### src/rtl/bht_pkg.sv
package bht_pkg;

  localparam int NUM_BUCKETS = 256;
  localparam int MAX_WAYS    = 8;

  localparam int KEY_W  = 32;
  localparam int OP_W   = 2;
  localparam int STAT_W = 2;
  localparam int WNOW_W = 4;

  localparam int BKT_W    = (NUM_BUCKETS > 1) ? $clog2(NUM_BUCKETS) : 1;
  localparam int WAY_W    = (MAX_WAYS > 1) ? $clog2(MAX_WAYS) : 1;
  localparam int WAYS_W   = $clog2(MAX_WAYS + 1);
  localparam int REM_W    = $clog2(NUM_BUCKETS + 1);
  localparam int SLOT_W   = BKT_W + WAY_W;
  localparam int SLOT_NUM = NUM_BUCKETS << WAY_W;

  // Modulo unit: four quotient bits per cycle.
  localparam int MOD_BITS  = 4;
  localparam int MOD_STEPS = KEY_W / MOD_BITS;
  localparam int STEP_W    = (MOD_STEPS > 1) ? $clog2(MOD_STEPS) : 1;

  // Configuration port.
  localparam int CFG_IDX_W  = 2;
  localparam int CFG_DATA_W = 9;
  localparam int BCNT_W     = 9;
  localparam int IWAY_W     = 4;
  localparam int STEPC_W    = 4;

  localparam logic [CFG_IDX_W-1:0] REG_BUCKET_COUNT = 2'd0;
  localparam logic [CFG_IDX_W-1:0] REG_INITIAL_WAYS = 2'd1;
  localparam logic [CFG_IDX_W-1:0] REG_WAYS_STEP    = 2'd2;

  localparam logic [BCNT_W-1:0]  BUCKET_COUNT_RST = 9'd256;
  localparam logic [IWAY_W-1:0]  INITIAL_WAYS_RST = 4'd4;
  localparam logic [STEPC_W-1:0] WAYS_STEP_RST    = 4'd2;

  localparam logic [OP_W-1:0] OP_FIND   = 2'd0;
  localparam logic [OP_W-1:0] OP_ADD    = 2'd1;
  localparam logic [OP_W-1:0] OP_REMOVE = 2'd2;
  localparam logic [OP_W-1:0] OP_CLEAR  = 2'd3;

  localparam logic [STAT_W-1:0] ST_OK   = 2'd0;
  localparam logic [STAT_W-1:0] ST_MISS = 2'd1;
  localparam logic [STAT_W-1:0] ST_FULL = 2'd2;

  typedef struct packed {
    logic [KEY_W-1:0] key;
    logic [KEY_W-1:0] name_tag;
    logic [KEY_W-1:0] elem_ref;
  } slot_t;

  typedef struct packed {
    logic                clear;
    logic                row_rd;
    logic                row_wr;
    logic [BKT_W-1:0]    row_addr;
    logic [MAX_WAYS-1:0] row_wdata;
    logic                slot_rd;
    logic                slot_wr;
    logic [SLOT_W-1:0]   slot_addr;
    slot_t               slot_wdata;
  } store_req_t;

  function automatic logic [REM_W-1:0] eff_buckets(input logic [BCNT_W-1:0] v);
    logic [REM_W-1:0] r;
    if (v == '0) r = REM_W'(1);
    else if (int'(v) > NUM_BUCKETS) r = REM_W'(NUM_BUCKETS);
    else r = REM_W'(v);
    return r;
  endfunction

  function automatic logic [WAYS_W-1:0] eff_initial(input logic [IWAY_W-1:0] v);
    logic [WAYS_W-1:0] r;
    if (v == '0) r = WAYS_W'(1);
    else if (int'(v) > MAX_WAYS) r = WAYS_W'(MAX_WAYS);
    else r = WAYS_W'(v);
    return r;
  endfunction

  // Bits of the ways below n.
  function automatic logic [MAX_WAYS-1:0] ways_mask(input logic [WAYS_W-1:0] n);
    logic [MAX_WAYS-1:0] m;
    for (int w = 0; w < MAX_WAYS; w++) begin
      m[w] = (WAYS_W'(w) < n);
    end
    return m;
  endfunction

  // Lowest set bit; the result is meaningless for an empty vector.
  function automatic logic [WAY_W-1:0] first_way(input logic [MAX_WAYS-1:0] v);
    logic [WAY_W-1:0] r;
    r = '0;
    for (int w = MAX_WAYS - 1; w >= 0; w--) begin
      if (v[w]) r = WAY_W'(w);
    end
    return r;
  endfunction

  function automatic logic [MAX_WAYS-1:0] way_bit(input logic [WAY_W-1:0] w);
    return MAX_WAYS'(1) << w;
  endfunction

endpackage

### src/rtl/bht_mod.sv
module bht_mod (
  input  logic                      clk,
  input  logic                      rst,
  input  logic                      start,
  input  logic [bht_pkg::KEY_W-1:0] dividend,
  input  logic [bht_pkg::REM_W-1:0] divisor,
  output logic                      done,
  output logic [bht_pkg::REM_W-1:0] rem
);
  import bht_pkg::*;

  logic [KEY_W-1:0]  dvd;
  logic [REM_W-1:0]  dsr;
  logic [STEP_W-1:0] cnt;
  logic              busy;
  logic [REM_W-1:0]  rem_next;

  // Restoring remainder, one dividend bit per inner step.
  always_comb begin
    logic [REM_W:0] r_ext;
    rem_next = rem;
    for (int k = 0; k < MOD_BITS; k++) begin
      r_ext = {rem_next, dvd[KEY_W-1-k]};
      if (r_ext >= {1'b0, dsr}) r_ext = r_ext - {1'b0, dsr};
      rem_next = r_ext[REM_W-1:0];
    end
  end

  always_ff @(posedge clk) begin
    if (rst) begin
      busy <= 1'b0;
      done <= 1'b0;
    end else begin
      done <= 1'b0;
      if (start) begin
        busy <= 1'b1;
      end else if (busy && cnt == STEP_W'(MOD_STEPS - 1)) begin
        busy <= 1'b0;
        done <= 1'b1;
      end
    end
  end

  always_ff @(posedge clk) begin
    if (start) begin
      dvd <= dividend;
      dsr <= divisor;
      rem <= '0;
      cnt <= '0;
    end else if (busy) begin
      dvd <= dvd << MOD_BITS;
      rem <= rem_next;
      cnt <= cnt + STEP_W'(1);
    end
  end
endmodule

### config.mk
export PLATFORM = sky130hd
export DESIGN_NAME = bht_mod
export DESIGN_NICKNAME = d
export VERILOG_FILES = /design/src/rtl/bht_pkg.sv /design/src/rtl/bht_mod.sv
export SDC_FILE = /design/constraint.sdc
export NUM_CORES = 1
export LEC_CHECK = 0
export ABC_AREA = 1
export BUFFER_PORTS_ARGS = -buffer_cell sky130_fd_sc_hd__buf_2
export CAP_MARGIN = 10
export CORE_MARGIN = 2
export CORE_UTILIZATION = 45
export DETAILED_ROUTE_END_ITERATION = 8
export HOLD_SLACK_MARGIN = 0.05
export SYNTH_ARGS = -nofsm -noshare
export SYNTH_HDL_FRONTEND = slang
export SYNTH_SLANG_ARGS = --single-unit
### constraint.sdc
create_clock -name clk -period 10.6 [get_ports clk]
set_input_delay 0.53 -clock clk [delete_from_list [all_inputs] [get_ports clk]]
set_output_delay 0.53 -clock clk [all_outputs]
set_load 0.1 [all_outputs]
Word level (Yosys, flattened, before mapping)
Cells that the tools add are included.
{"block": "word_totals", "reg_bits": 55, "output_inout_bits": 10}
{"block": "op_classes", "n_addsub": 5, "magnitude_cmp": 4, "eq_ne": 1, "mux": 9, "reduce_logical": 4}
{"op": "$mux 32", "count": 2}
{"op": "$ge 10x9->1", "count": 4}
{"op": "$mux 9", "count": 4}
{"op": "$sub 9x9->9", "count": 4}
{"op": "$reduce_bool 2->1", "count": 2}
{"op": "$add 3x1->3 const B", "count": 1}
{"op": "$eq 3x3->1 const B", "count": 1}
{"op": "$mux 1", "count": 3}
{"op": "$reduce_or 2->1", "count": 1}
{"op": "$logic_and 1x1->1", "count": 1}

Depth between registers and ports, before layout
{"block": "logic_depth", "word_depth": 8, "ltp_mapped": 50, "depth_no_buf": 48}

Worst setup path after synthesis
Ideal clock, no wire load.
{"block": "synth_timing", "path_kind": "register -> register", "startpoint": "register rem[2] (netlist bit)", "endpoint": "register rem[5] (netlist bit)", "setup_ns": 0.116, "t_arrival_ns": 6.717, "path_slack_ns": 3.767, "stages_incl_launch_ff": 46, "path_buffers": 3, "synth_period_minus_slack_ns": 6.833, "cell_sequence": "dfxtp_1 > ha_1 > buf_2 > nand2_2 > nand2_1 > nand2_1 > nand3_2 > nand2_4 > nand2_4 > inv_2 > buf_6 > nand2_1 > o21ai_1 > ha_1 > a21oi_1 > nand2_1 > nand2_1 > nand2_2 > (+10 left out) > a21oi_4 > nand2_4 > nor2_8 > nand2_1 > nand2_1 > inv_1 > ha_1 > nand2_1 > nand2_1 > a31oi_1 > nor2_1 > nor3_2 > o21a_1 > inv_1 > a21oi_4 > nand3_1 > nand3_1 > nand2_1"}
{"block": "synth_via", "elab_chain_len": 8, "word_cells_on_any_way": 12}
{"item": "start, declared", "line_no": "bht_mod.sv:8", "rtl": "output logic [bht_pkg::REM_W-1:0] rem"}
{"item": "start signal, assigned", "line_no": "bht_mod.sv:52", "rtl": "rem <= rem_next;"}
{"item": "$sub 9x9->9 or $ge 10x9->1 (tied branches)", "line_no": "bht_mod.sv:24", "rtl": "if (r_ext >= {1'b0, dsr}) r_ext = r_ext - {1'b0, dsr};"}
{"item": "$mux 9 (*)", "line_no": "bht_mod.sv:24"}
{"item": "$ge 10x9->1 or $sub 9x9->9 (tied branches)", "line_no": "bht_mod.sv:24"}
{"item": "$mux 9 (*)", "line_no": "bht_mod.sv:24"}
{"item": "$sub 9x9->9 or $ge 10x9->1 (tied branches)", "line_no": "bht_mod.sv:24"}
{"item": "$mux 9 (*)", "line_no": "bht_mod.sv:24"}
{"item": "$sub 9x9->9 or $ge 10x9->1 (tied branches)", "line_no": "bht_mod.sv:24"}
{"item": "$mux 9 (*)", "line_no": "bht_mod.sv:24"}
Every way passes the cells marked *; elsewhere a longest branch is shown, timed or not.
A chain may end at the register's enable or synchronous reset.

Worst setup path in the final report
{"block": "layout_timing", "startpoint": "register dsr[1]", "endpoint": "register rem[4] (netlist bit)"}
{"block": "layout_via", "elab_chain_len": 8, "word_cells_on_any_way": 12}
{"item": "start, declared", "line_no": "bht_mod.sv:13", "rtl": "logic [REM_W-1:0] dsr;"}
{"item": "start signal, assigned", "line_no": "bht_mod.sv:47", "rtl": "dsr <= divisor;"}
{"item": "$sub 9x9->9 or $ge 10x9->1 (tied branches)", "line_no": "bht_mod.sv:24"}
{"item": "$mux 9", "line_no": "bht_mod.sv:24"}
{"item": "$sub 9x9->9 or $ge 10x9->1 (tied branches)", "line_no": "bht_mod.sv:24"}
{"item": "$mux 9", "line_no": "bht_mod.sv:24"}
{"item": "$sub 9x9->9 or $ge 10x9->1 (tied branches)", "line_no": "bht_mod.sv:24"}
{"item": "$mux 9", "line_no": "bht_mod.sv:24"}
{"item": "$sub 9x9->9 or $ge 10x9->1 (tied branches)", "line_no": "bht_mod.sv:24"}
{"item": "$mux 9 (*)", "line_no": "bht_mod.sv:24"}
Marks and branches as above.

==> summary.md <==
| Metric | Value |
|---|---|
| Async set-reset flop share out of synthesis | `0%` |
| Clk slew on worst S/H paths | `around 100 ps` |
| Final nets | `710` |
| Mapped Area | `0.004394 mm²` |
| Largest family of logic cells by synthesized area | `simple AND/OR/NAND/NOR gates` |
| Die width | `between 100 and 150 µm` |
| Gpl congestion | `~0.98` |
| Layout fillers | `1012` |
| Class of the worst hold path | `primary input to flip-flop` |
| Worst-Margin Slew | `844.1 ps` |
| Number of CTS-inserted buffers | `5` |
| FMAX | `136.2 MHz` |
| Hold Buf Count CTS | `0` |
| Outcome | `completed` |
| Sinks on Clock Net | `55` |
| Synthesized area per cell | `7.642 µm²` |
| Adder-Cell Fraction of Synth Area | `12.64%` |
| Peak per-stage delay on the critical path | `450 ps` |
| XOR/XNOR share of the synthesized area | `5.182%` |
| Hold Crit Endpoint | `done` |
| Synth Flop Type | `edfxtp_1` |
| Antenna cells | `0` |
| FP Rows | `36` |
| Number of I/O pins | `54` |
| Commonest non-fill, non-tap cell in the layout | `nand2_1` |
| Setup violations, final | `0` |
| Wire length per cell | `13.93 µm` |
| Crit-path slowest cell | `edfxtp_1` |
| H-tree depth | `2` |
| Global route total overflow | `0` |
| GRT Total Usage | `about a fifth` |
| Routed Antenna Nets | `0` |
| R2r endpoint | `rem[4]` |
| Hold wc startpoint | `rst` |
| Critical-path maximum fanout | `17` |
| Residual DRC | `0` |
| Initial Utilization | `45.59%` |
| Die outline height | `102.8 µm` |
| Reg2reg path depth | `43` |
| Count of cell types in the netlist | `42` |
| CP dominant cell by count | `nand2_1` |
| R2r setup slk | `3260 ps` |
| Number of flops mapped to enable cells by yosys | `41` |
| Global-route wire length before repair | `16720 µm` |
| Routed via count | `~3700` |
| Bufs on Longest Clock Path | `2` |
| Largest net degree at the start of global routing | `45` |
| Crit Path Class | `flip-flop to flip-flop` |
| Initial antenna violation count | `0` |
| CTS resizes | `0` |
| Starting DRC count in detailed routing | `200` |
| Post-Syn Nets | `661` |
| Final Cycle Share | `between 60 and 70%` |
| Compound-Gate Fraction of Synth Area | `7.489%` |
| Crit path required time | `between 10000 and 15000 ps` |
| Warnings from Yosys | `0` |
| Arr. time, crit path | `7560 ps` |
| Simple-gate area share of the yosys netlist | `approximately a third` |
| Die area | `0.01057 mm²` |
| DP HPWL | `between 8000 and 9000 µm` |
| Slew headroom | `43.66%` |
| Post-synthesis cell count | `roughly 580` |
| Max Cap Viol | `0` |
| Register Area | `0.001511 mm²` |
| Clock Skew | `14.64 ps` |
| Setup TNS | `0 ps` |
| Launch point of the worst reg-to-reg path | `dsr[1]` |
| Post-CTS Setup Bufs | `0` |
| Delay-heaviest family, CP | `compound AO/OA/AOI/OAI gates` |
| Hold Vio Cnt, Final | `0` |
| Pre-antenna DRT Iters | `5` |
| Buf/Inv on CP | `6` |
| Most frequent cells in the layout | `nand2_1, inv_1, buf_2` |
| WHS Path Cells | `2` |
| Mux cell area share after synthesis | `0%` |
| Flop and latch count out of synthesis | `55` |
| Vias per inst | `about 4.9` |
| Total routed wirelength | `10560 µm` |
| RSZ-0062 raised after global routing | `false` |
| Final max-slew violation count | `0` |
| Sequential element share of the synthesized area | `34.40%` |
| I/O Buffers | `53` |
| CTS tree | `built` |
| Clk root buf | `clkbuf_8` |
| Clock Latency Late Sink | `320 ps` |
| Fin crit period | `7342 ps` |
| Floorplan core area | `0.009639 mm²` |
| Area of the multi-input gates | `around 0.0025 mm²` |
| CP Launch Type | `flip-flop` |
| Vias in the first global route | `3447` |
| Layout cell share with drive strength beyond 1 | `roughly 16%` |
| Crit path capture type | `flip-flop` |
| Area growth syn-to-layout | `11.36%` |
## final cells by class
class	instances	share of cell area [%]
Inverter	81	6.213
Timing Repair Buffer	55	5.727
Clock inverter	1	0.1790
Multi-Input combinational cell	426	51.39
Sequential cell	55	30.89
Clock buffer	7	2.199
Tap cell	133	3.401
## synth_stat cells, types with 2 or more instances
cell type    n  share of area (%)
nand2_1    217                 19
inv_1       77                6.6
edfxtp_1    41                 28
ha_1        38                 11
nand3_1     34                3.9
a21oi_1     15                1.7
nor2_1      15                1.3
xor2_1      15                3.0
dfxtp_1     14                6.4
xnor2_1     11                2.2
o21ai_1     10                1.1
clkbuf_1     8               0.68
nand4_1      8                1.1
nand2_4      7                1.8
nand2_2      6               0.85
nor3_1       6               0.68
o21ai_0      5               0.57
a31oi_1      4               0.57
fa_1         4                1.8
inv_2        4               0.34
a21o_1       3               0.51
buf_2        3               0.34
nand3_2      3               0.68
nand3_4      3                1.2
a21oi_2      2               0.40
a21oi_4      2               0.74
a22o_1       2               0.40
nor2_2       2               0.28
nor3_2       2               0.46
o21bai_1     2               0.34
## state kept, by name, indices dropped and copies added (netlist names)
register	flops
cnt	3
rem	9
done	1
dsr	9
busy	1
dvd	32
## cells by family (layout without fill, tap and decap cells)
family / after synthesis / in the layout
compound gates: 50 / 50
xor+xnor: 26 / 26
fa+ha+maj: 42 / 42
buf+inv: 94 / 144
flops: 55 / 55
simple gates: 308 / 308
## worst reg2reg max path: cells and delay by family, from the launching register on
family / cells / cell delay, ps
adders and majority gates: 4 / 1400
AOI/OAI and AO/OA: 11 / 2340
buffers and inverters: 6 / 850
DFF: 1 / 450
and+or+nand+nor: 22 / 2220
## metal layers
layer	part of all wire, %	up-vias	track usage (%)
li1	-	1951	-
met1	46	1642	28.13
met2	47	93	33.84
met3	3.4	21	2.508
met4	3.2	0	7.996
met5	0	-	0
## how the worst max path moves through the flow
| stage | start | to | depth (start not counted) | slack, ps |
|---|---|---|---|---|
| 5_1_grt | dsr[1] | rem[4] | 43 | 2680 |
| 2_1_floorplan | rem[2] | rem[5] | 45 | 3770 |
| 3_3_place_gp | dsr[1] | rem[6] | 41 | 3390 |
| 6_report | dsr[1] | rem[4] | 43 | 3260 |
| 3_5_place_dp | dsr[1] | rem[4] | 43 | 3310 |
| 4_1_cts | dsr[1] | rem[4] | 43 | 3280 |
## metrics by stage
stage / util [%] / cell area, µm² / instances / hold WS [ps] / worst slack (ps)
4_1_cts: 50.77 / 4893 / 758 / 368.9 / 3275
3_3_place_gp: 49.56 / 4777 / 750 / 473.5 / 3389
5_1_grt: 50.77 / 4893 / 758 / 364.9 / 2683
6_report: 50.77 / 4893 / 758 / 380.0 / 3258
2_1_floorplan: - / 4394 / 575 / 459.7 / 3767
3_5_place_dp: 49.56 / 4777 / 750 / 481.2 / 3314
Power is not shown: default switching activity piles up to over one toggle a cycle in this logic, so the estimate is an artifact.
